## config.mk

```make
export PLATFORM = sky130hd
export DESIGN_NAME = chr_ram
export DESIGN_NICKNAME = d
export VERILOG_FILES = /design/src/rtl/core/chr_ram.sv
export SDC_FILE = /design/constraint.sdc
export NUM_CORES = 1
export LEC_CHECK = 0
export BUFFER_PORTS_ARGS = -buffer_cell sky130_fd_sc_hd__buf_2
export CORE_MARGIN = 2
export CORE_UTILIZATION = 30
export CTS_BUF_LIST = sky130_fd_sc_hd__clkbuf_8
export CTS_CLUSTER_DIAMETER = 80
export CTS_CLUSTER_SIZE = 8
export DETAILED_ROUTE_END_ITERATION = 6
export SLEW_MARGIN = 20
export SYNTH_ARGS = -nofsm -noshare
export SYNTH_HDL_FRONTEND = slang
export SYNTH_SLANG_ARGS = --single-unit
```

## constraint.sdc

```tcl
create_clock -name clk -period 2 [get_ports clk]
set_input_delay 0.1 -clock clk [delete_from_list [all_inputs] [get_ports clk]]
set_output_delay 0.1 -clock clk [all_outputs]
set_load 0.01 [all_outputs]
```

## src/rtl/core/chr_ram.sv

```systemverilog
`timescale 1ns / 1ps
module chr_ram #(
  parameter int WIDTH = 8,
  parameter int DEPTH = 16
) (
  input  logic                     clk,
  input  logic                     we,
  input  logic [$clog2(DEPTH)-1:0] waddr,
  input  logic [WIDTH-1:0]         wdata,
  input  logic                     re,
  input  logic [$clog2(DEPTH)-1:0] raddr,
  output logic [WIDTH-1:0]         rdata
);

  logic [WIDTH-1:0] mem [DEPTH];

  always_ff @(posedge clk) begin
    if (we) begin
      mem[waddr] <= wdata;
    end
    if (re) begin
      rdata <= mem[raddr];
    end
  end

endmodule

```

; Word-level counts from Yosys, hierarchy flattened
; Memories as Yosys holds them, arrays and structs flattened. A register that Yosys moved wholly into a read port is not among the register bits.
; Index checks and enable logic that the tools add are counted.
; Widths: inputs -> output; s select.
[op_classes]
add_sub_neg = 0
n_mul = 0
n_div = 0
magnitude_cmp = 0
eq_ne = 0
shifts = 0
muxes = 2
n_bitwise = 0
reduce_logical = 0
[ops]
columns = cell, count
row1 = $mux 1, 2
[totals]
ff_bits = 0
latch_bits = 0
mem_bits_rw = 128
rom_bits = 0
inputBits = 19
out_inout_bits = 8
wordCells = 3
memories = 1
[mem_list]
columns = name, words, word_bits, read_ports, rd_clocked_by_memory_dff, wr, line_no
row1 = mem, 16, 8, 1, 1, 1, 15  ; logic [WIDTH-1:0] mem [DEPTH];

; Logic depth before layout (Yosys ltp)
[logic_depth]
depth_word = 2
depth_mapped = 5
ltp_nobuf = 3

; Least setup slack after synthesis
; No wires, ideal clock.
[synth_timing]
kind = input-to-reg
start = input waddr[2]
end = memory mem[0][0] (enable)
setup_time_ns = 0.383
arrival_ns = 1.210
t_required_ns = 1.617
slack_ns = 0.407
cell_stages = 2
n_path_buf = 0
path_cell_list = or3b_2 nor3_1
[synth_rtl]
columns = element, line_no
row1 = start: declaration, 8  ; input logic [$clog2(DEPTH)-1:0] waddr,
row2 = end: declaration, 15
; No word-level cell before the write port.

==> results.md <==
- The post-synthesis share of cell area spent on xor and xnor gates is 0%.
- The biggest area contributor in the post-synthesis netlist is sky130_fd_sc_hd__edfxtp_1.
- The detailed-route vias per instance is 4.72.
- The die covers 18500 sq um.
- During synthesis, Yosys emitted a total of 0 warnings.
- The fraction of synthesized cell area taken by the top area cell type is 78.1%.
- The top fanout value on the critical path is 1.
- From synthesis to final layout, the design area changed by 15.2%.
- Global routing finished with a remaining overflow of 0.
- The vertical die dimension is 136 microns.
- The number of violations reported at the end of detailed-routing iteration 0 is 262.
- The final worst hold slack is 52.2 ps.
- The worst-skew pair later-pin latency is 430 ps.
- The post-route netlist has 29.3% of its cells at a drive strength greater than 1.
- The total routed wirelength is 9.98 mm.
- The total half-perimeter wirelength after legalization and detailed placement is 6.54 mm.
- The number of H-tree levels is 4.
- The routability congestion estimate from global placement is 0.692.
- Setup violations remaining at the end of the flow were counted as 0.
- The count of pins over their slew limit is 0.
- The first-pass GRT wire length is 15.1 mm.
- After the last flow step, the layout net total stands at 303.
- The overall track demand over capacity in global routing is 11.7%.
- The region available for standard cell placement spans 17200 sq um.
- The leading cell type by number of instances after synthesis is sky130_fd_sc_hd__edfxtp_1.
- Summing the areas of all fa, ha and maj instances in the mapped netlist gives 0% of the synthesized area.
- STA puts the critical path data arrival time at 1640 ps.
- STA classifies the critical path endpoint as a flop.
- The highest-delay cell along the critical path is sky130_fd_sc_hd__mux4_2.
- The floorplan step set the die width to 136 microns.
- The area of the multi-input gates is 1060 sq um.
- For this design, the CTS-stage hold fixing added 0 buffers.
- Counting the buffers created by CTS gives 17.
- The number of cells produced by synthesis is 229.
- The maximum number of pins on one net before global-route repair is 33.
- The buffer count from post-CTS setup fixing is 0.
- The reported max-cap violation count is 0.
- The signal on the critical path passes through mux4_2, a22oi_1, nand2_1.
- The initial core utilization is 30.4%.
- The antenna violation net count after detailed routing is 0.
- The worst IR drop on VDD is 0.000382 V.
- The async set or reset register ratio after synthesis is 0%.
- The maximum clock frequency is 0.680 GHz.
- In the synthesized netlist, the cells that appear most often are 136 x sky130_fd_sc_hd__edfxtp_1, 18 x sky130_fd_sc_hd__mux4_2, 16 x sky130_fd_sc_hd__a22oi_1.
- By area the synthesized netlist is led by sky130_fd_sc_hd__edfxtp_1 78%, sky130_fd_sc_hd__mux4_2 7.8%, sky130_fd_sc_hd__mux4_1 7.0%.
- By area, the combinational part of the netlist is dominated by multiplexers.
- After synthesis the netlist holds a flip-flop and latch count of 136.
- The worst pin sits at a relative slew slack of 54.7%.
- Port buffering added 26 buffers.
- The routed length per instance is 19.2 microns.
- The number of fill cells is 1632.
- The transition time at the pin with the least slew margin is 677 ps.
- Registers take 4080 sq um.
- The share of the Yosys chip area taken by registers is 78.1%.
- The worst-case clock skew is 9.26 ps.
- The first detailed-routing pass took 4 iterations.
- The number of antenna diodes in the final layout is 0.
- The count of unique library cells instantiated by Yosys is 18.
- The number of synthesized flops with an enable pin is 136.
- 27 I/O pins were placed.
- The power per cell area is 889 nW/um^2.
- The clock net in this run drives a total of 136 sinks.
- The initial antenna violation count is 2.
- The number of hold violations in the final report came to 0.
- The number of remaining DRC errors is 0.
- The post-synthesis instance area is 5230 sq um.
- The number of resized instances in the post-cts repair step is 0.
- For this run, the slowest stage of the critical path takes 470 ps.
- CTS placed an instance of sky130_fd_sc_hd__clkbuf_8 at the clock tree root.
- Setup repair after global routing left no endpoint under its margin.
- In this run the deepest clock path goes through 2 buffers.
- The average instance area after synthesis is 22.8 sq um.
- The data required time of the worst path is 2170 ps.
- The fraction of the core area covered by cells at the end of the flow is 35.1%.
- The routed via count is 2452.
- The cell leakage power is 2.00 nW.
- The TritonCTS clock tree is done.
- The type of the worst min-delay path is in2reg.
- The run finished with clean final reports.
- The floorplan has 48 rows.
- After layout, the worst path uses 73.5% of the clock period.
- The compound-cell area share of the yosys netlist is 2.30%.
- After layout, the minimum clock period comes to 1470 ps.
- The type of origin of the critical path is a flop.
- The critical path is of the reg2reg type.
- After synthesis, the share of cell area in mux cells is 14.8%.
- The commonest register cell after synthesis is sky130_fd_sc_hd__edfxtp_1.
- The synthesized net count is 248.
- The via count of the first global-routing pass is 2568.
- The post-route setup TNS is 0 ps.
- After clock tree synthesis, the clock-pin slew on the worst setup and hold paths is 70 ps.
- Of the total synthesized cell area, the portion taken by AND, OR, NAND and NOR gates is 3.14%.
-- where the power goes --
group	internal (mW)	switching [mW]	leakage, nW
registers	3.21	0.0202	1.24
clock network	0.915	0.922	0.179
logic	0.124	0.165	0.584
total	4.25	1.11	2.00
-- through the flow --
| step | instances | area [sq um] | setup slack [ps] | total power [mW] |
|---|---|---|---|---|
| 3_3_place_gp | 490 | 5720 | 291 | 3.58 |
| 5_1_grt | 519 | 6020 | 468 | 5.55 |
| 3_5_place_dp | 490 | 5720 | 303 | 3.59 |
| 4_1_cts | 519 | 6020 | 511 | 5.40 |
| 2_1_floorplan | 229 | 5230 | 407 | 3.45 |
| 6_report | 519 | 6020 | 530 | 5.36 |
-- registers in the layout, indices dropped and copies added (netlist names) --
signal	count
mem	128
rdata	8
-- layer usage --
| metal | part of all wire (%) | routed length, microns | vias up | track usage [%] |
|---|---|---|---|---|
| li1 | - | - | 1084 | - |
| met1 | 46 | 4590 | 1288 | 15.5 |
| met2 | 48 | 4780 | 63 | 18.0 |
| met3 | 4.8 | 479 | 13 | 3.99 |
| met4 | 1.0 | 100 | 4 | 3.99 |
| met5 | 0.30 | 30 | - | 0 |
-- worst paths after layout --
path              slack (ps)  cells after the start        from         to
setup / recovery         530                      3  mem[11][7]   rdata[7]
setup reg to reg         530                      3  mem[11][7]   rdata[7]
hold / removal            50                      1    wdata[4]  mem[9][4]
hold reg to reg          750                      3  mem[15][2]   rdata[2]
-- worst max-delay path: cells and delay by family, from the launching register on --
kind	cells	cell delay [ps]
muxes	1	470
DFF	1	370
AOI/OAI and AO/OA	1	280
and+or+nand+nor	1	90
-- logic make-up (layout without fill, tap and decap cells) --
family                 after synthesis  after routing
DFF                                136            136
buffers and inverters               10             75
muxes                               32             32
AOI/OAI and AO/OA                   16             16
and+or+nand+nor                     35             35
-- cell usage in the layout, fill, tap and decap left out --
master / count
sky130_fd_sc_hd__nand3b_1: 2
sky130_fd_sc_hd__clkbuf_8: 17
sky130_fd_sc_hd__nand2_1: 9
sky130_fd_sc_hd__clkinv_1: 3
sky130_fd_sc_hd__buf_2: 26
sky130_fd_sc_hd__and2_1: 1
sky130_fd_sc_hd__a22oi_1: 16
sky130_fd_sc_hd__nand3_1: 1
sky130_fd_sc_hd__inv_1: 5
sky130_fd_sc_hd__or3b_2: 1
sky130_fd_sc_hd__bufinv_16: 1
sky130_fd_sc_hd__buf_4: 19
sky130_fd_sc_hd__nor2_1: 13
sky130_fd_sc_hd__mux4_1: 14
sky130_fd_sc_hd__nand2b_1: 2
sky130_fd_sc_hd__nor2b_1: 1
sky130_fd_sc_hd__and2b_1: 1
sky130_fd_sc_hd__nor3_1: 4
sky130_fd_sc_hd__clkinv_2: 3
sky130_fd_sc_hd__mux4_2: 18
sky130_fd_sc_hd__buf_12: 1
sky130_fd_sc_hd__edfxtp_1: 136
-- area by class of cell --
class                           count  share of cell area [%]
Clock buffer                       17                    3.88
Sequential cell                   136                    67.8
Timing Repair Buffer               46                    4.86
Multi-Input combinational cell     83                    17.5
Clock inverter                     12                    1.25
Tap cell                          225                    4.67
Power figures use the tool's default switching activity.
