--- config.mk ---
export PLATFORM = sky130hd
export DESIGN_NAME = chr_hash
export DESIGN_NICKNAME = d
export VERILOG_FILES = /design/src/rtl/core/chr_pkg.sv /design/src/rtl/core/chr_hash.sv
export SDC_FILE = /design/constraint.sdc
export NUM_CORES = 1
export LEC_CHECK = 0
export BUFFER_PORTS_ARGS = -buffer_cell sky130_fd_sc_hd__clkbuf_2
export CELL_PAD_IN_SITES_DETAIL_PLACEMENT = 1
export CELL_PAD_IN_SITES_GLOBAL_PLACEMENT = 2
export CORE_ASPECT_RATIO = 0.8
export CORE_MARGIN = 5
export CORE_UTILIZATION = 45
export CTS_CLUSTER_DIAMETER = 80
export DETAILED_ROUTE_END_ITERATION = 8
export PLACE_DENSITY = 0.9
export SLEW_MARGIN = 5
export SYNTH_ARGS = -nofsm -noshare
export SYNTH_HDL_FRONTEND = slang
export SYNTH_SLANG_ARGS = --single-unit
--- constraint.sdc ---
create_clock -name clk -period 11.4 [get_ports clk]
set_clock_uncertainty 0.1 [all_clocks]
set_input_delay 1.14 -clock clk [delete_from_list [all_inputs] [get_ports clk]]
set_output_delay 1.14 -clock clk [all_outputs]
set_load 0.02 [all_outputs]
--- src/rtl/core/chr_pkg.sv ---
`timescale 1ns / 1ps
package chr_pkg;

  localparam int RING_DEPTH   = 256;
  localparam int SERVER_COUNT = 256;

  localparam int PT_W    = 32;
  localparam int OWN_W   = 8;
  localparam int ENTRY_W = PT_W + OWN_W;
  localparam int AW      = $clog2(RING_DEPTH);
  localparam int CNT_W   = $clog2(RING_DEPTH + 1);
  localparam int RED_W   = ($clog2(SERVER_COUNT + 1) > OWN_W) ? $clog2(SERVER_COUNT + 1) : OWN_W;

  localparam logic [PT_W-1:0] FNV_BASIS = 32'd2166136261;
  localparam logic [PT_W-1:0] FNV_PRIME = 32'd16777619;

  localparam logic OP_ADD    = 1'b0;
  localparam logic OP_LOOKUP = 1'b1;

  localparam logic [1:0] ST_OK    = 2'd0;
  localparam logic [1:0] ST_DUP   = 2'd1;
  localparam logic [1:0] ST_FULL  = 2'd2;
  localparam logic [1:0] ST_EMPTY = 2'd3;

  typedef struct packed {
    logic            valid;
    logic [PT_W-1:0] value;
  } hash_t;

endpackage

--- src/rtl/core/chr_hash.sv ---
`timescale 1ns / 1ps
module chr_hash (
  input  logic                          clk,
  input  logic                          rst_n,
  input  logic                          beat,
  input  logic [7:0]                    key_byte,
  input  logic                          last_byte,
  output chr_pkg::hash_t                hash_o
);
  import chr_pkg::*;

  logic [PT_W-1:0] acc_r, acc_nxt;
  logic [PT_W-1:0] fin_r, fin_nxt;
  logic [PT_W-1:0] s1_r, s1_nxt;
  logic [PT_W-1:0] res_r, res_nxt;
  logic            v1_r, v1_nxt;
  logic            v2_r, v2_nxt;
  logic            v3_r, v3_nxt;

  logic [PT_W-1:0] mix, folded;
  logic [PT_W-1:0] a1, a2, a3, b1, b2;

  always_comb begin
    mix    = acc_r ^ {{24{key_byte[7]}}, key_byte};
    folded = mix * FNV_PRIME;
    a1     = fin_r + (fin_r << 13);
    a2     = a1 ^ (a1 >> 7);
    a3     = a2 + (a2 << 3);
    b1     = s1_r ^ (s1_r >> 17);
    b2     = b1 + (b1 << 5);

    acc_nxt = acc_r;
    fin_nxt = fin_r;
    v1_nxt  = 1'b0;
    if (beat) begin
      if (last_byte) begin
        acc_nxt = FNV_BASIS;
        fin_nxt = folded;
        v1_nxt  = 1'b1;
      end else begin
        acc_nxt = folded;
      end
    end
    s1_nxt  = a3;
    v2_nxt  = v1_r;
    res_nxt = b2;
    v3_nxt  = v2_r;
  end

  always_ff @(posedge clk) begin
    if (!rst_n) begin
      acc_r <= FNV_BASIS;
      v1_r  <= 1'b0;
      v2_r  <= 1'b0;
      v3_r  <= 1'b0;
    end else begin
      acc_r <= acc_nxt;
      v1_r  <= v1_nxt;
      v2_r  <= v2_nxt;
      v3_r  <= v3_nxt;
    end
    fin_r <= fin_nxt;
    s1_r  <= s1_nxt;
    res_r <= res_nxt;
  end

  assign hash_o.valid = v3_r;
  assign hash_o.value = res_r;

  ap_one_key_in_flight: assert property (@(posedge clk) disable iff (!rst_n)
    v1_r |-> !v2_r && !v3_r)
    else $error("two keys in the finaliser at once");

  ap_acc_reset_after_last: assert property (@(posedge clk) disable iff (!rst_n)
    v1_r |-> acc_r == FNV_BASIS || $past(beat))
    else $error("accumulator not returned to basis after last beat");

  ap_valid_follows: assert property (@(posedge clk) disable iff (!rst_n)
    v1_r |=> v2_r ##1 v3_r)
    else $error("finaliser pipeline lost a key");

endmodule

---- Word level (Yosys, flattened, before mapping) ----
Cells that the tools add are included.
Widths: inputs -> output; s select.
word-level totals
  bits in writable memories ............... 0
  bits of input ports ..................... 12
  output and inout bits ................... 33
  flip-flop bits (word level) ............. 131
  memories ................................ 0
  bits in latches ......................... 0
  bits in read-only memories .............. 0
  word-level logic and storage cells ...... 18
operators by class
  mux-type cells .......................... 2
  shifts and indexed selects .............. 0
  equal/unequal tests ..................... 0
  reductions and logical operators ........ 2
  bitwise operators ....................... 3
  order comparisons ....................... 0
  divide/modulo/power cells ............... 0
  multipliers ............................. 1
  add/subtract/negate cells ............... 3
operator list
  kind                    number
  $add 32x32->32          3
  $mul 32x25->32 const B  1
  $mux 32                 1
  $xor 32x15->32          1
  $xor 32x25->32          1
  $xor 32x32->32          1
  $reduce_and 2->1        2
  $mux 1                  1

---- Logic depth before layout (Yosys ltp) ----
  word-level depth ........................ 3
  mapped depth ............................ 24
  depth with buffers taken out ............ 23

---- Worst setup path after synthesis ----
OpenSTA, ideal clock, no wires.
  path kind ............................... input port to flip-flop
  start ................................... in key_byte[7]
  end ..................................... reg acc_r[31]
  data required time ...................... 11173 ps
  path slack .............................. 4576 ps
  library setup time ...................... 127 ps
  path buffers ............................ 2
  data arrival time ....................... 6597 ps
  stages .................................. 21
  path through ............................ clkbuf_1 buf_1 xor2_1 ha_1 ha_1 fa_1 ha_1 fa_1 fa_1 inv_1 fa_1 inv_1 ha_1 a21o_1 a21o_1 a21o_1 nand2_1 o2111ai_1 xor2_1 mux2i_1 nand2_1
between the ends
  longest elaborated chain between the ends .. 3
ends and longest elaborated chain
  item                    line            RTL
  start: declaration      chr_hash.sv:6   input logic [7:0] key_byte,
  $xor 32x32->32          chr_hash.sv:24  mix = acc_r ^ {{24{key_byte[7]}}, key_byte};
  $mul 32x25->32          chr_hash.sv:25  folded = mix * FNV_PRIME;
  via folded[31]          chr_hash.sv:20  logic [PT_W-1:0] mix, folded;
  $mux 32                 chr_hash.sv:36  if (last_byte) begin
  end signal: assignment  chr_hash.sv:57  acc_r <= acc_nxt;
  end: declaration        chr_hash.sv:12  logic [PT_W-1:0] acc_r, acc_nxt;
The timed path passes the listed nets, and every way through them passes these cells.
A chain may end at the register's enable or synchronous reset.

---- Worst setup path after layout ----
  start ................................... in key_byte[7]
  end ..................................... reg acc_r[27]
Same word-level chain as after synthesis.

==> reports/results.ini <==
[floorplan]
die_area_um2 = 32700
rows = 56
initial_utilization_pct = 45.2
design.core.area_um2 = 29100
die_x_um = 201
ios = 45
die_h_um = 163

[synth]
synth.area.top_cells = ha_1 23%, dfxtp_1 15%, fa_1 12%
yosysSeqAreaShare_pct = 22.4
synth.avg_cell_area_um2 = 9.66
syn-cell-area_um2 = 13100
synth_seq_cells = 131
synth_cell_types = 73
synth_top_area_share_pct = 23.3
synthTopCellsByCount = 245 x ha_1, 203 x inv_1, 104 x xor2_1
syn_nets = 1694
synthCells = 1360
yosys.area.top_type = ha_1
synthArstFlopShare_pct = 0
yosys_warnings = 0
synth_most_common_cell = ha_1
synth_ff_type = dfxtp_1
synth_edf_count = 32

[global_routing]
gr-total-overflow = 0
grt_max_degree = 40
antenna_found_initial = 0
first_global_vias = 10443
grt_use_total_pct = 22.1
grt_pass1_wl_mm = 57.2

[worst_hold_path]
hold_depth = 1
hold_path.startpoint = v1_r
hold_path.class = reg2reg
hold_end = v2_r

[routing]
dr_total_vias = 9579
finalWirelength_mm = 35.4
wl_per_cell_um = 19.7
first_pass_iters = 5
drt-initial-drc-count = 429
drc_errors = 0
final_antenna_net_count = 0
viasPerCell = 5.32

[final_layout]
post-route-util_pct = 49.5
fin_area_um2 = 14400
nets = 1743
area_delta_synth_final_pct = 9.50
drive_above_1_share_pct = 6.96
antenna-diode-count = 0

[clock_network]
path_clk_slew_ns = 0.06
cts_resized = 0
cts_num_sinks = 131
clock_path_buffers = 2
root_buffer = clkbuf_16
cts_tree = built
postCtsSetupRepairBufs = 0
htree_levels = 4
clk_latency_ns = 0.44
numCtsBuffers = 17
postCtsHoldBufs = 0

[critical_path]
r2r_end = acc_r[27]
r2r_slack_ns = 4.96
reg2regPathDepth = 20
cp-start-kind = primary input
critPathCaptureType = flip-flop
worstPathMaxFanout = 29
crit_required_ns = 11.63
r2r-start = acc_r[5]
arrival_ns = 7.36
path_class = in2reg

[sta]
tightest_slew_ns = 1.10
post-route-min-period_ns = 7.13
timing.final.ws_setup_ns = 4.27
max_freq_ghz = 0.140
finalSetupViolations = 0
slew_headroom_pct = 26.2
rsz0062_at_grt = no
maxSlewViolCount = 0
period_share_pct = 62.6
finalHoldViolations = 0
finalSetupTns_ns = 0

[placed_design]
hpwlAfterDp_mm = 29.6
pre_cts_ws_ns = 3.86
port_buffers = 44
gp_congestion = 0.852
place_area_um2 = 13800

[job]
max_cap_viol_count = 0

[run_status]
status = completed

==> metal layers <==
layer / track usage [%] / part of all wire, % / vias up
met1: 29.5 / 48 / 4696
met4: 6.22 / 2.2 / 0
met3: 3.05 / 2.8 / 43
li1: - / - / 4711
met2: 37.8 / 47 / 129
met5: 0 / 0 / -
==> state kept, by name (all words and copies together) (netlist names) <==
| name | cells |
|---|---|
| fin_r | 32 |
| s1_r | 32 |
| acc_r | 32 |
| v1_r | 1 |
| v2_r | 1 |
| res_r | 32 |
| v3_r | 1 |
==> stage by stage <==
step | cells | hold slack, ns
2_1_floorplan | 1360 | 0.312
3_3_place_gp | 1767 | 0.316
5_1_grt | 1799 | 0.412
3_5_place_dp | 1767 | 0.375
4_1_cts | 1799 | 0.401
6_report | 1799 | 0.399
==> worst max-delay path: stages <==
cell	delay [ns]
clkbuf_2	0.67
xor2_1	0.43
ha_1	0.31
ha_1	0.30
fa_1	0.48
ha_1	0.21
fa_1	0.49
ha_1	0.30
inv_1	0.06
fa_1	0.53
inv_1	0.05
ha_1	0.34
a21o_1	0.22
a21o_1	0.19
a21oi_1	0.23
o21ai_0	0.24
o41ai_4	0.43
o21bai_1	0.13
a21oi_1	0.21
xnor2_1	0.13
a32o_1	0.26
==> cells in the final DEF, fill, tap and decap left out, types with 7 or more instances in the layout <==
cell type	synthesis	layout
a211oi_1	7	7
a21o_1	33	33
a21oi_1	84	84
a31oi_1	11	11
and2_1	20	20
and3_1	11	11
clkbuf_16	0	17
clkbuf_2	0	44
dfxtp_1	99	99
edfxtp_1	32	32
fa_1	77	77
ha_1	245	245
inv_1	203	203
inv_6	0	7
mux2i_1	14	14
nand2_1	47	47
nand2b_1	15	15
nand3_1	7	7
nor2_1	44	44
nor2b_1	37	36
nor3_1	14	14
o21a_1	19	19
o21ai_0	39	39
o21bai_1	9	9
xnor2_1	88	88
xor2_1	104	104
==> layout make-up <==
cell class / count / area (um^2)
Clock buffer: 17 / 425
Clock inverter: 15 / 168
Fill cell: 3312 / 14700
Inverter: 203 / 762
Multi-Input combinational cell: 1007 / 9360
Sequential cell: 131 / 2940
Tap cell: 377 / 472
Timing Repair Buffer: 49 / 258
==> logic make-up after synthesis <==
| logic type | count (synthesis) | synth area share (%) |
|---|---|---|
| xor+xnor | 193 | 12.9 |
| mux | 14 | 1.07 |
| fa+ha+maj | 322 | 35.1 |
| flops | 131 | 22.4 |
| buf+inv | 222 | 6.38 |
| compound gates | 259 | 13.4 |
| simple gates | 219 | 8.75 |
==> worst max path at each step <==
stage / start / cells past startpoint / slack, ns / to
after floorplan: key_byte[7] / 21 / 4.58 / acc_r[31]
after global placement: key_byte[7] / 21 / 4.06 / acc_r[29]
after detailed placement: key_byte[7] / 21 / 3.86 / acc_r[27]
after CTS: key_byte[7] / 21 / 4.29 / acc_r[27]
after global routing: key_byte[7] / 21 / 3.96 / acc_r[27]
final: key_byte[7] / 21 / 4.27 / acc_r[27]
Power is not shown: default switching activity piles up to over one toggle a cycle in this logic, so the estimate is an artifact.
