[src/rtl/core/chr_pkg.sv]
`timescale 1ns / 1ps
package chr_pkg;

  localparam int RING_DEPTH   = 256;
  localparam int SERVER_COUNT = 256;

  localparam int PT_W    = 32;
  localparam int OWN_W   = 8;
  localparam int ENTRY_W = PT_W + OWN_W;
  localparam int AW      = $clog2(RING_DEPTH);
  localparam int CNT_W   = $clog2(RING_DEPTH + 1);
  localparam int RED_W   = ($clog2(SERVER_COUNT + 1) > OWN_W) ? $clog2(SERVER_COUNT + 1) : OWN_W;

  localparam logic [PT_W-1:0] FNV_BASIS = 32'd2166136261;
  localparam logic [PT_W-1:0] FNV_PRIME = 32'd16777619;

  localparam logic OP_ADD    = 1'b0;
  localparam logic OP_LOOKUP = 1'b1;

  localparam logic [1:0] ST_OK    = 2'd0;
  localparam logic [1:0] ST_DUP   = 2'd1;
  localparam logic [1:0] ST_FULL  = 2'd2;
  localparam logic [1:0] ST_EMPTY = 2'd3;

  typedef struct packed {
    logic            valid;
    logic [PT_W-1:0] value;
  } hash_t;

endpackage

[src/rtl/core/chr_ring.sv]
`timescale 1ns / 1ps
module chr_ring (
  input  logic                          clk,
  input  logic                          rst_n,
  input  logic                          key_end,
  input  logic                          op,
  input  logic [7:0]                    server_id,
  input  chr_pkg::hash_t                hash_i,
  output logic                          busy,
  output logic                          rd_en,
  output logic [chr_pkg::AW-1:0]        rd_addr,
  input  logic [chr_pkg::ENTRY_W-1:0]   rd_data,
  output logic                          wr_en,
  output logic [chr_pkg::AW-1:0]        wr_addr,
  output logic [chr_pkg::ENTRY_W-1:0]   wr_data,
  output logic                          out_valid,
  input  logic                          out_stall,
  output logic [1:0]                    out_status,
  output logic [7:0]                    out_owner_id,
  output logic [31:0]                   out_key_hash
);
  import chr_pkg::*;

  localparam logic [2:0] S_IDLE = 3'd0;
  localparam logic [2:0] S_SRCH = 3'd1;
  localparam logic [2:0] S_CMP  = 3'd2;
  localparam logic [2:0] S_DEC  = 3'd3;
  localparam logic [2:0] S_SHRD = 3'd4;
  localparam logic [2:0] S_SHWR = 3'd5;
  localparam logic [2:0] S_INS  = 3'd6;
  localparam logic [2:0] S_RES  = 3'd7;

  logic [2:0]       state_r, state_nxt;
  logic             busy_r, busy_nxt;
  logic             op_r, op_nxt;
  logic [RED_W-1:0] sid_r, sid_nxt;
  logic [PT_W-1:0]  h_r, h_nxt;
  logic [CNT_W-1:0] count_r, count_nxt;
  logic [CNT_W-1:0] lo_r, lo_nxt;
  logic [CNT_W-1:0] hi_r, hi_nxt;
  logic [CNT_W-1:0] mid_r, mid_nxt;
  logic [CNT_W-1:0] idx_r, idx_nxt;
  logic [1:0]       st_r, st_nxt;
  logic [OWN_W-1:0] own_r, own_nxt;
  logic             ov_r, ov_nxt;
  logic [1:0]       ost_r, ost_nxt;
  logic [OWN_W-1:0] oown_r, oown_nxt;
  logic [PT_W-1:0]  ohash_r, ohash_nxt;

  logic [CNT_W-1:0] mid;
  logic [PT_W-1:0]  rd_pt;
  logic [OWN_W-1:0] rd_own;
  logic [CNT_W-1:0] idx_dec;

  assign rd_pt   = rd_data[ENTRY_W-1:OWN_W];
  assign rd_own  = rd_data[OWN_W-1:0];
  assign mid     = lo_r + ((hi_r - lo_r) >> 1);
  assign idx_dec = idx_r - CNT_W'(1);

  always_comb begin
    state_nxt = state_r;
    busy_nxt  = busy_r;
    op_nxt    = op_r;
    sid_nxt   = sid_r;
    h_nxt     = h_r;
    count_nxt = count_r;
    lo_nxt    = lo_r;
    hi_nxt    = hi_r;
    mid_nxt   = mid_r;
    idx_nxt   = idx_r;
    st_nxt    = st_r;
    own_nxt   = own_r;
    ov_nxt    = ov_r && out_stall;
    ost_nxt   = ost_r;
    oown_nxt  = oown_r;
    ohash_nxt = ohash_r;
    rd_en     = 1'b0;
    rd_addr   = '0;
    wr_en     = 1'b0;
    wr_addr   = '0;
    wr_data   = '0;

    if (sid_r >= RED_W'(SERVER_COUNT)) begin
      sid_nxt = sid_r - RED_W'(SERVER_COUNT);
    end
    if (key_end) begin
      busy_nxt = 1'b1;
      op_nxt   = op;
      sid_nxt  = RED_W'(server_id);
    end

    case (state_r)
      S_IDLE: begin
        if (hash_i.valid) begin
          h_nxt     = hash_i.value;
          lo_nxt    = '0;
          hi_nxt    = count_r;
          state_nxt = S_SRCH;
        end
      end
      S_SRCH: begin
        rd_en = 1'b1;
        if (lo_r < hi_r) begin
          rd_addr   = mid[AW-1:0];
          mid_nxt   = mid;
          state_nxt = S_CMP;
        end else begin
          rd_addr   = (op_r == OP_LOOKUP && lo_r >= count_r) ? '0 : lo_r[AW-1:0];
          state_nxt = S_DEC;
        end
      end
      S_CMP: begin
        if (rd_pt < h_r) begin
          lo_nxt = mid_r + CNT_W'(1);
        end else begin
          hi_nxt = mid_r;
        end
        state_nxt = S_SRCH;
      end
      S_DEC: begin
        state_nxt = S_RES;
        if (op_r == OP_ADD) begin
          if (lo_r < count_r && rd_pt == h_r) begin
            st_nxt  = ST_DUP;
            own_nxt = rd_own;
          end else if (count_r == CNT_W'(RING_DEPTH)) begin
            st_nxt  = ST_FULL;
            own_nxt = '0;
          end else begin
            idx_nxt   = count_r;
            state_nxt = S_SHRD;
          end
        end else if (count_r == '0) begin
          st_nxt  = ST_EMPTY;
          own_nxt = '0;
        end else begin
          st_nxt  = ST_OK;
          own_nxt = rd_own;
        end
      end
      S_SHRD: begin
        if (idx_r > lo_r) begin
          rd_en     = 1'b1;
          rd_addr   = idx_dec[AW-1:0];
          state_nxt = S_SHWR;
        end else begin
          state_nxt = S_INS;
        end
      end
      S_SHWR: begin
        wr_en     = 1'b1;
        wr_addr   = idx_r[AW-1:0];
        wr_data   = rd_data;
        idx_nxt   = idx_dec;
        state_nxt = S_SHRD;
      end
      S_INS: begin
        if (sid_r < RED_W'(SERVER_COUNT)) begin
          wr_en     = 1'b1;
          wr_addr   = lo_r[AW-1:0];
          wr_data   = {h_r, sid_r[OWN_W-1:0]};
          count_nxt = count_r + CNT_W'(1);
          st_nxt    = ST_OK;
          own_nxt   = sid_r[OWN_W-1:0];
          state_nxt = S_RES;
        end
      end
      S_RES: begin
        if (!ov_r || !out_stall) begin
          ov_nxt    = 1'b1;
          ost_nxt   = st_r;
          oown_nxt  = own_r;
          ohash_nxt = h_r;
          busy_nxt  = 1'b0;
          state_nxt = S_IDLE;
        end
      end
      default: begin
        state_nxt = S_IDLE;
      end
    endcase
  end

  always_ff @(posedge clk) begin
    if (!rst_n) begin
      state_r <= S_IDLE;
      busy_r  <= 1'b0;
      count_r <= '0;
      ov_r    <= 1'b0;
    end else begin
      state_r <= state_nxt;
      busy_r  <= busy_nxt;
      count_r <= count_nxt;
      ov_r    <= ov_nxt;
    end
    op_r    <= op_nxt;
    sid_r   <= sid_nxt;
    h_r     <= h_nxt;
    lo_r    <= lo_nxt;
    hi_r    <= hi_nxt;
    mid_r   <= mid_nxt;
    idx_r   <= idx_nxt;
    st_r    <= st_nxt;
    own_r   <= own_nxt;
    ost_r   <= ost_nxt;
    oown_r  <= oown_nxt;
    ohash_r <= ohash_nxt;
  end

  assign busy         = busy_r;
  assign out_valid    = ov_r;
  assign out_status   = ost_r;
  assign out_owner_id = oown_r;
  assign out_key_hash = ohash_r;

  ap_count_bound: assert property (@(posedge clk) disable iff (!rst_n)
    count_r <= CNT_W'(RING_DEPTH))
    else $error("ring point count above depth");

  ap_busy_while_working: assert property (@(posedge clk) disable iff (!rst_n)
    state_r != S_IDLE |-> busy_r)
    else $error("controller working on a key while not busy");

  ap_hash_when_idle: assert property (@(posedge clk) disable iff (!rst_n)
    hash_i.valid |-> state_r == S_IDLE && busy_r)
    else $error("hash arrived while the ring was occupied");

  ap_write_in_insert: assert property (@(posedge clk) disable iff (!rst_n)
    wr_en |-> (state_r == S_SHWR || state_r == S_INS) && op_r == OP_ADD)
    else $error("ring written outside an insert");

  ap_count_step: assert property (@(posedge clk) disable iff (!rst_n)
    count_r != $past(count_r) |-> $past(state_r) == S_INS)
    else $error("point count changed outside an insert");

endmodule

[config.mk]
export PLATFORM = sky130hd
export DESIGN_NAME = chr_ring
export DESIGN_NICKNAME = d
export VERILOG_FILES = /design/src/rtl/core/chr_pkg.sv /design/src/rtl/core/chr_ring.sv
export SDC_FILE = /design/constraint.sdc
export NUM_CORES = 1
export LEC_CHECK = 0
export BUFFER_PORTS_ARGS = -buffer_cell sky130_fd_sc_hd__buf_2
export CAP_MARGIN = 20
export CORE_UTILIZATION = 45
export CTS_BUF_LIST = sky130_fd_sc_hd__clkbuf_16
export CTS_CLUSTER_DIAMETER = 150
export DETAILED_ROUTE_END_ITERATION = 12
export HOLD_SLACK_MARGIN = 0.06
export PLACE_DENSITY = 0.72
export SLEW_MARGIN = 5
export SYNTH_ARGS = -nofsm -noshare
export SYNTH_HDL_FRONTEND = slang
export SYNTH_SLANG_ARGS = --single-unit
[constraint.sdc]
create_clock -name clk -period 3.35 [get_ports clk]
set_input_delay 0.335 -clock clk [delete_from_list [all_inputs] [get_ports clk]]
set_output_delay 0.335 -clock clk [all_outputs]
set_load 0.01 [all_outputs]
# Word-level counts from Yosys, hierarchy flattened
# Cells that the tools add are included.
# Widths: inputs -> output; s select.
[totals]
word_cells = 119
out_inout_bits = 102
input_bits = 86
register_bits = 144
[op_classes]
addsub = 6
reduce_logical = 21
n_lt_le_gt_ge = 7
n_eq_ne = 18
mux = 50
[ops]
columns = ["cell", "count"]
rows = [
  ["$mux 8", 11],
  ["$pmux 40 s2", 1],
  ["$mux 9", 7],
  ["$pmux 9 s2", 3],
  ["$pmux 8 s2", 3],
  ["$mux 40", 1],
  ["$eq 32x32->1", 1],
  ["$lt 32x32->1", 1],
  ["$pmux 3 s8", 1],
  ["$add 9x1->9 const B", 2],
  ["$lt 9x9->1", 2],
  ["$mux 2", 9],
  ["$ne 2x2->1 const B", 8],
  ["$eq 3x3->1 const B", 4],
  ["$reduce_and 3->1", 4],
  ["$add 9x8->9", 1],
  ["$eq 9x9->1 const B", 1],
  ["$ge 9x9->1", 1],
  ["$ge 9x9->1 const B", 1],
  ["$gt 9x9->1", 1],
  ["$logic_not 9->1", 1],
  ["$lt 9x9->1 const B", 1],
  ["$mux 3", 3],
  ["$sub 9x1->9 const B", 1],
  ["15 further kinds", 33],
]

# Depth between registers and ports, before layout
# Gate-level depths: netlist (run 1).
[depth]
word_depth = 5
mapped_depth = 16
ltp_nobuf = 16

# Worst setup path after synthesis (run 1)
# No wires, ideal clock.
[synth_path]
path_kind = "reg-to-reg"
from = "reg state_r[1]"
to = "reg ohash_r[0] (netlist: out_key_hash[0]) (enable)"
required_time_ns = 2.894
slack_ns = -0.087
arrival_ns = 2.980
synth_period_minus_slack_ns = 3.437
n_path_buf = 2
stages_incl_launch_ff = 5
setup_time_ns = 0.456
path_cell_list = "dfxtp_1 -> buf_2 -> buf_1 -> nand3_1 -> a21oi_1"
[synth_between]
elab_chain_cells = 2
[synth_lines]
columns = ["item", "line", "rtl"]
rows = [
  ["from (decl)", "chr_ring.sv:33", "logic [2:0] state_r, state_nxt;"],
  ["from (signal assigned)", "chr_ring.sv:191", "state_r <= state_nxt;"],
  ["$eq 3x3->1", "chr_ring.sv:92", "case (state_r)"],
  ["$reduce_and 2->1 (no line)", "--", ""],
  ["to (signal assigned)", "chr_ring.sv:207", "ohash_r <= ohash_nxt;"],
  ["to (decl)", "chr_ring.sv:48", "logic [PT_W-1:0] ohash_r, ohash_nxt;"],
]
# Every way passes these cells.
# A chain may end at the register's enable or synchronous reset.

# Worst setup path after layout (run 1)
[layout_path]
from = "reg hi_r[0]"
to = "out rd_addr[7] (netlist name)"
[layout_between]
elab_chain_cells = 4
word_cells_on_any_way = 5
classes_between = "add/sub (2); order compare (1); mux (2)"
[layout_lines]
columns = ["item", "line", "rtl"]
rows = [
  ["from (decl)", "chr_ring.sv:40", "logic [CNT_W-1:0] hi_r, hi_nxt;"],
  ["from (signal assigned)", "chr_ring.sv:200", "hi_r <= hi_nxt;"],
  ["$sub 9x9->9", "chr_ring.sv:57", "assign mid = lo_r + ((hi_r - lo_r) >> 1);"],
  ["$add 9x8->9", "chr_ring.sv:57", ""],
  ["net mid[7]", "chr_ring.sv:50", "logic [CNT_W-1:0] mid;"],
  ["$mux 8", "chr_ring.sv:103", "if (lo_r < hi_r) begin"],
  ["$pmux 8 s2", "chr_ring.sv:92", ""],
  ["to (decl)", "chr_ring.sv:11", "output logic [chr_pkg::AW-1:0] rd_addr,"],
]
# The timed path passes the listed nets, and every way through them passes these cells.

==> results of run 1 <==
## metrics by stage
stage               worst slack (ns)  hold WS, ns
global route                 -0.5262      0.06007
floorplan                    0.07212       0.4003
finish                       -0.3986      0.07557
CTS                          -0.3841      0.06073
global placement            -0.09090       0.4004
detailed placement           -0.1639       0.4061
## layer usage
layer / part of all wire (%) / up-vias / wire (um)
li1: - / 3070 / -
met1: 41 / 3089 / 8773
met2: 49 / 297 / 10520
met3: 7.8 / 48 / 1679
met4: 3.1 / 0 / 675
met5: 0 / - / 0
## cell usage after synthesis, drive strengths merged (2+ instances only)
cell | count | area (um2)
fa | 2 | 40.04
a211o | 2 | 18.77
a221o | 2 | 20.02
nand3 | 22 | 120.1
o31a | 2 | 17.52
nand2 | 38 | 142.6
a21o | 10 | 76.32
and2 | 11 | 68.82
o21ai | 31 | 158.9
inv | 63 | 236.5
a31oi | 4 | 25.02
nor2 | 62 | 249.0
o21a | 9 | 67.56
nand2b | 3 | 18.77
a22o | 48 | 420.4
nor2b | 6 | 37.54
o41ai | 2 | 17.52
o211ai | 3 | 22.52
and3 | 6 | 37.54
a21oi | 35 | 178.9
nor4 | 2 | 27.53
nand3b | 5 | 50.05
a31o | 9 | 78.83
dfxtp | 15 | 300.3
nand4 | 14 | 102.6
edfxtp | 129 | 3874
or3 | 2 | 12.51
a211oi | 3 | 22.52
xnor2 | 23 | 201.4
and4 | 2 | 22.52
clkbuf | 8 | 30.03
xor2 | 7 | 61.31
o22ai | 5 | 31.28
buf | 14 | 65.06
ha | 71 | 888.4
o221ai | 6 | 52.55
nor3 | 13 | 76.33
## what timing repair did
item,CTS,global route
endpoints found under the hold margin,2,0
buffers inserted,8,6
endpoints found under the setup margin,6,7
hold buffers,2,0
gates resized for setup,28,22
pin swaps,19,22
## state kept, by name (all words and copies together), names as in the netlist, 2 cells and up
register	cells
h_r	32
out_key_hash	32
count_r	9
hi_r	9
idx_r	9
lo_r	9
mid_r	9
sid_r	9
out_owner_id	8
own_r	8
state_r	3
out_status	2
st_r	2
## worst reg2reg max path, delay by kind of cell, from the launching register on
kind,cells,cell delay [ns]
AOI/OAI and AO/OA,6,0.89
buffers and inverters,5,0.51
DFF,1,0.36
adders and majority gates,3,0.79
xor gates and xnor gates,2,0.22
and+or+nand+nor,1,0.16
## how the worst min path moves through the flow
| stage | startpoint | to | slack [ns] | cells past startpoint |
|---|---|---|---|---|
| global route | server_id[5] | sid_r[5]$_DFFE_PP_ | 0.06 | 1 |
| detailed placement | own_r[5]$_DFFE_PP_ | out_owner_id[5]$_DFFE_PP_ | 0.41 | 0 |
| global placement | own_r[6]$_DFFE_PP_ | out_owner_id[6]$_DFFE_PP_ | 0.40 | 0 |
| CTS | server_id[5] | sid_r[5]$_DFFE_PP_ | 0.06 | 1 |
| finish | hash_i[18] | h_r[18]$_DFFE_PP_ | 0.08 | 1 |
| floorplan | own_r[0]$_DFFE_PP_ | out_owner_id[0]$_DFFE_PP_ | 0.40 | 0 |
## area by class of cell
type | count | area [um2] | share of cell area, %
multi-input combinational | 470 | 3672 | 35.78
sequential | 144 | 4174 | 40.66
inverter | 63 | 236.5 | 2.304
timing repair buffer | 230 | 1279 | 12.46
tap | 225 | 281.5 | 2.743
clock buffer | 17 | 425.4 | 4.144
clock inverter | 15 | 196.4 | 1.914
## report_power, final
group	leakage, nW	total, mW	internal, mW	switching [mW]
registers	1.32	2.60	2.39	0.210
clock network	0.301	2.02	1.20	0.824
logic	2.83	4.06	1.86	2.20
total	4.45	8.68	5.44	3.24
## kinds of logic (layout without fill, tap and decap cells)
kind of cell | Yosys count | in the layout | share of synthesized area (%)
and+or+nand+nor | 189 | 189 | 12.45
muxes | 1 | 1 | 0.1259
DFF | 144 | 144 | 52.49
other | 1 | 1 | 0.04716
buffers and inverters | 85 | 325 | 4.170
adders and majority gates | 73 | 73 | 11.68
xor gates and xnor gates | 30 | 30 | 3.304
AOI/OAI and AO/OA | 176 | 176 | 15.74
==> metrics.md, run 1 <==
| Metric | Value |
|---|---|
| Final period utilization | 111.9% |
| CTS tree | built |
| Routing usage on met3 | 6.344% |
| CP peak stage delay | 0.54 ns |
| Setup CP Type | reg2out |
| Synth warnings | 0 |
| Gpl congestion | 0.9339 |
| Row Count | 48 |
| Top Usage Layer GRT | met2 |
| Clock Latency Late Sink | about 0.43 ns |
| CP Launch Point | hi_r[0]$_DFFE_PP_ |
| Num CTS Buffers | 17 |
| Crit path to | rd_addr[7] |
| Ys flop type | edfxtp_1 |
| Flops & latches, synth | between 100 and 150 |
| Remaining routing DRC violations | 0 |
| Post-synth net total | 858 |
| Worst EP arrival | 3.41 ns |
| Total of max-cap violations | 0 |
| Final net count | ~1.1k |
| Worst-Margin Slew | 0.7836 ns |
| Vias in the first global route | a little over 6k |
| Initial antenna violation count | 1 |
| Peak supply drop | 649.2 uV |
| CP Launch Type | flop |
| CP Max Fanout | 2 |
| Core area | 17,300 um2 |
| Placed Cells | 1,120 |
| Type of the worst min-delay path | in2reg |
| Relative slew slack | 47.64% |
| First-pass GRT wire length | around 32,000 um |
| PortBufs | 187 |
| RR Startpoint | hi_r[0]$_DFFE_PP_ |
| Req. time, crit path | 3.01 ns |
| Share of synthesized flip-flops with an asynchronous set or reset | 0% |
| Clk sink count | 144 |
| DR iter-0 viols | 496 |
| Die Wd | 134.9 um |
| DP HPWL | between 15,000 and 20,000 um |
| Clock root buffer | clkbuf_16 |
| Routed wire length | 21,650 um |
| Post-synth EDFFs | 129 |
| Synth Area per Inst | 11.38 um2 |
| Crit. path cell count | 15 |
| Top delay family on crit path | adder cells |
| Power density cells | around 850 nW/um2 |
| Leakage | 4.453 nW |
| Worst setup margin | -0.3986 ns |
| Grt total ovfl | 0 |
| ANT nets after route | 0 |
| Critical path's slowest cell | or4_4 |
| Fmax | about 270 MHz |
| Post-Route Utilization | 59.35% |
| Largest net degree at the start of global routing | 34 |
| RSZ-0062 raised after global routing | yes |
| Fillers | 1,423 |
| Syn Inst Count | 699 |
| Failing checks | negative setup slack |
| Clk buf depth | 2 |
| Grt met2 use | between 30% and 40% |
| Status | finished with violations |
| M1 GR Usage | 29.48% |
| Most frequent cells in the layout | buf_2, edfxtp_1, ha_1, inv_1, nor2_1 |
| FF-to-FF End | mid_r[8]$_DFFE_PP_ |
| Buf+Inv Stages, Crit Path | 4 |
| Netlist cell types | 62 |
| CP Capture Type | output pin |
| Share of layout cells above drive strength 1 | roughly a third |
| Syn-to-layout area delta | 29.09% |
| Cell Area, Placed | 9330 um2 |
| Setup TNS | -1.477 ns |
| GRT Total Usage | 23.84% |
| Setup violators final | 5 |
| Post-route design area | 10,260 um2 |
| Fin cells | roughly 1.2k |
| Die H | 134.9 um |
| I/O pin cnt | 188 |
| Vias | 6,504 |
| Sequential share of the synthesized area | 52.49% |
| DIE AREA | ~18,000 um2 |
| FF-to-FF setup slack | 0.19 ns |
| Clock input transition at the sequential cells of the worst setup and hold paths | 0.07 ns |
| Final Max Tran Viols | 0 |
| Total Power | 8.679 mW |
| Starting Density | between 40% and 50% |
| Post-DR wirelength/cell | 18.60 um |
| Via density | 5.588 |
| R2R depth | 17 |
| Final Skew | 0.009759 ns |
| Commonest non-fill, non-tap cell in the layout | buf_2 |
| ANT cells | 0 |
| Min Tclk post-route | 3.749 ns |
| Final Hold Fails | 0 |
| Cells along the critical path | inv_1 > ha_2 > inv_2 > fa_2 > a21o_1 > a21oi_2 > buf_4 > xnor2_4 > ha_4 > or4_4 > o22ai_4 > xnor2_2 > nand3b_1 > o211ai_1 > buf_2 |
| Drt first pass iters | 5 |
| H-Tree Level Count | 4 |
| Syn Std Cell Area | 7951 um2 |
Note: power is estimated with default switching activity, not from simulation.
==> inputs of run 2 (changes only) <==
CORE_UTILIZATION = 35   (was 45)
PLACE_DENSITY = 0.59   (was 0.72)
==> metrics.md, run 2 (synthesis gave the netlist of run 1 again) <==
| Metric | Value |
|---|---|
| Clk sink count | 144 (unchanged) |
| I/O pin cnt | 188 (unchanged) |
| Hold Worst Slack | 0.07371 ns (was 0.07557 ns) |
| Clk buf depth | 2 (unchanged) |
| Total of max-cap violations | 0 (unchanged) |
| Placed Cells | 1,180 (was 1,120) |
| Hold Path End | h_r[22]$_DFFE_PP_ (was h_r[18]$_DFFE_PP_) |
| Sequential share of power | 29.8% (was 29.9%) |
| Final Hold Fails | 0 (unchanged) |
| Peak supply drop | 595.6 uV (was 649.2 uV) |
| Sw Ratio | 38.31% (was 37.28%) |
| Vias | 6,473 (was 6,504) |
| RSZ-0062 raised after global routing | yes (unchanged) |
| CP Launch Point | hi_r[1]$_DFFE_PP_ (was hi_r[0]$_DFFE_PP_) |
| Via density | 5.246 (was 5.588) |
| Clock power share | 21.4% (was 23.3%) |
| Setup violators final | 5 (unchanged) |
| Dpl ws | -0.1356 ns (was -0.1639 ns) |
| Seq. cell area | 4174 um2 (unchanged) |
| CP Launch Type | flop (unchanged) |
| Die H | 152.7 um (was 134.9 um) |
| Final Max Tran Viols | 0 (unchanged) |
| FF-to-FF End | mid_r[8]$_DFFE_PP_ (unchanged) |
| Syn-to-layout area delta | 30.24% (was 29.09%) |
| Num CTS Buffers | 17 (unchanged) |
| Final Skew | 0.01645 ns (was 0.009759 ns) |
| Die Wd | 152.7 um (was 134.9 um) |
| Largest net degree at the start of global routing | 54 (was 34) |
| Int Pwr | 5.343 mW (was 5.444 mW) |
| Starting Density | 36.10% (was 45.97%) |
| FF-to-FF setup slack | 0.13 ns (was 0.19 ns) |
| ANT cells | 0 (unchanged) |
| Multi-input logic area | 3632 um2 (was 3672 um2) |
| Setup CP Type | reg2out (unchanged) |
| H-Tree Level Count | 4 (unchanged) |
| Core area | 22,030 um2 (was 17,300 um2) |
| Final net count | 1,100 (was 1,085) |
| Comb pwr share | 48.8% (was 46.8%) |
| CP peak stage delay | 0.53 ns (was 0.54 ns) |
| Post-Route Utilization | 47.02% (was 59.35%) |
| Gpl congestion | 0.8995 (was 0.9339) |
| Top delay family on crit path | simple AND/OR/NAND/NOR gates (was adder cells) |
| CP Max Fanout | 3 (was 2) |
| Worst-Margin Slew | 0.8858 ns (was 0.7836 ns) |
| Fmax | 266.7 MHz (was 266.8 MHz) |
| Clock input transition at the sequential cells of the worst setup and hold paths | 0.08 ns (was 0.07 ns) |
| Routed wire length | 22,990 um (was 21,650 um) |
| Min Tclk post-route | 3.749 ns (about the same) |
| Req. time, crit path | 3.01 ns (about the same) |
| Drt first pass iters | 12 (was 5) |
| Critical path's slowest cell | or4_4 (unchanged) |
| Cells along the critical path | ha_4 > nor2b_2 > o31a_1 > o21a_1 > nor2_2 > xnor2_1 > ha_2 > or4_4 > o22ai_2 > xnor2_2 > nand3b_1 > o211ai_1 > buf_2 (was inv_1 > ha_2 > inv_2 > fa_2 > a21o_1 > a21oi_2 > buf_4 > xnor2_4 > ha_4 > or4_4 > o22ai_4 > xnor2_2 > nand3b_1 > o211ai_1 > buf_2) |
| CP Capture Type | output pin (unchanged) |
| CTS tree | built (unchanged) |
| Most frequent cells in the layout | buf_2, edfxtp_1, ha_1, inv_1, nor2_1 (unchanged) |
| Status | finished with violations (unchanged) |
| Worst EP arrival | 3.41 ns (about the same) |
| Commonest non-fill, non-tap cell in the layout | buf_2 (unchanged) |
| Clock root buffer | clkbuf_16 (unchanged) |
| DR iter-0 viols | 380 (was 496) |
| Leakage | 4.478 nW (was 4.453 nW) |
| Sw Pwr | 3.318 mW (was 3.235 mW) |
| Initial antenna violation count | 0 (was 1) |
| Relative slew slack | 40.94% (was 47.64%) |
| Grt total ovfl | 0 (unchanged) |
| R2R depth | 14 (was 17) |
| Vias in the first global route | 6,323 (was 6,232) |
| ANT nets after route | 0 (unchanged) |
| RR Startpoint | hi_r[1]$_DFFE_PP_ (was hi_r[0]$_DFFE_PP_) |
| Remaining routing DRC violations | 0 (unchanged) |
| Crit. path cell count | 13 (was 15) |
| Worst hold stages | 1 (unchanged) |
| GRT Total Usage | 19.70% (was 23.84%) |
| Post-DR wirelength/cell | 18.63 um (was 18.60 um) |
| Failing checks | negative setup slack (unchanged) |
| Setup TNS | -1.444 ns (was -1.477 ns) |
| Buf+Inv Stages, Crit Path | 1 (was 4) |
| Power density cells | 836.4 nW/um2 (was 845.5 nW/um2) |
| DIE AREA | 23,320 um2 (was 18,200 um2) |
| Type of the worst min-delay path | in2reg (unchanged) |
| Clock Latency Late Sink | 0.44 ns (was 0.43 ns) |
| Fin cells | 1,234 (was 1,164) |
| First-pass GRT wire length | 35,150 um (was 32,500 um) |
| Share of layout cells above drive strength 1 | 33.75% (was 33.65%) |
| Hold Startpoint | hash_i[22] (was hash_i[18]) |
| PortBufs | 187 (unchanged) |
| Final period utilization | 111.9% (about the same) |
| DP HPWL | 16,770 um (was 15,780 um) |
| Row Count | 54 (was 48) |
| Worst setup margin | -0.3989 ns (was -0.3986 ns) |
| Fillers | 2,066 (was 1,423) |
run 2: how the worst max path moves through the flow:
stage,to,slack [ns]
2_1_floorplan,rd_addr[7],0.07
3_3_place_gp,rd_addr[7],-0.13
3_5_place_dp,rd_addr[7],-0.14
4_1_cts,rd_addr[5],-0.28
5_1_grt,rd_addr[7],-0.57
6_report,rd_addr[7],-0.40
run 2: final cells by class:
cell class	count	area share [%]
well taps	280	3.383
clock inverters	15	1.317
inverters	63	2.283
clock buffers	17	4.108
multi-input cells	470	35.07
flip-flops and latches	144	40.30
repair buffers	245	13.53
run 2: timing repair:
item                       4_1_cts  5_1_grt
setup buffers                    8        5
hold endpoints to repair         3        6
pin swaps                       16       12
hold buffers                     3        6
setup endpoints to repair        6        7
cloned                           0        0
gates resized for setup         30       12
run 2: metrics by stage:
| step | total power, mW | instance area, um2 |
|---|---|---|
| floorplan | 4.654 | 7955 |
| global placement | 5.871 | 9438 |
| detailed placement | 5.878 | 9438 |
| CTS | 8.256 | 10210 |
| global route | 9.149 | 10360 |
| finish | 8.662 | 10360 |
run 2: power groups by stage:
stage          Clock (mW)  Combinational (mW)  Sequential (mW)
2_1_floorplan           0                2.10             2.56
3_3_place_gp            0                3.26             2.61
3_5_place_dp            0                3.27             2.61
4_1_cts              1.87                3.80             2.58
5_1_grt              1.95                4.58             2.61
6_report             1.85                4.23             2.59
run 2: routing by layer:
layer  track usage [%]  routed length (um)  vias to the layer above
li1                  -                   -                     3095
met1             24.94                9733                     3081
met2             32.24               10900                      258
met3             5.319                1872                       39
met4             7.119                 481                        0
met5                 0                   0                        -
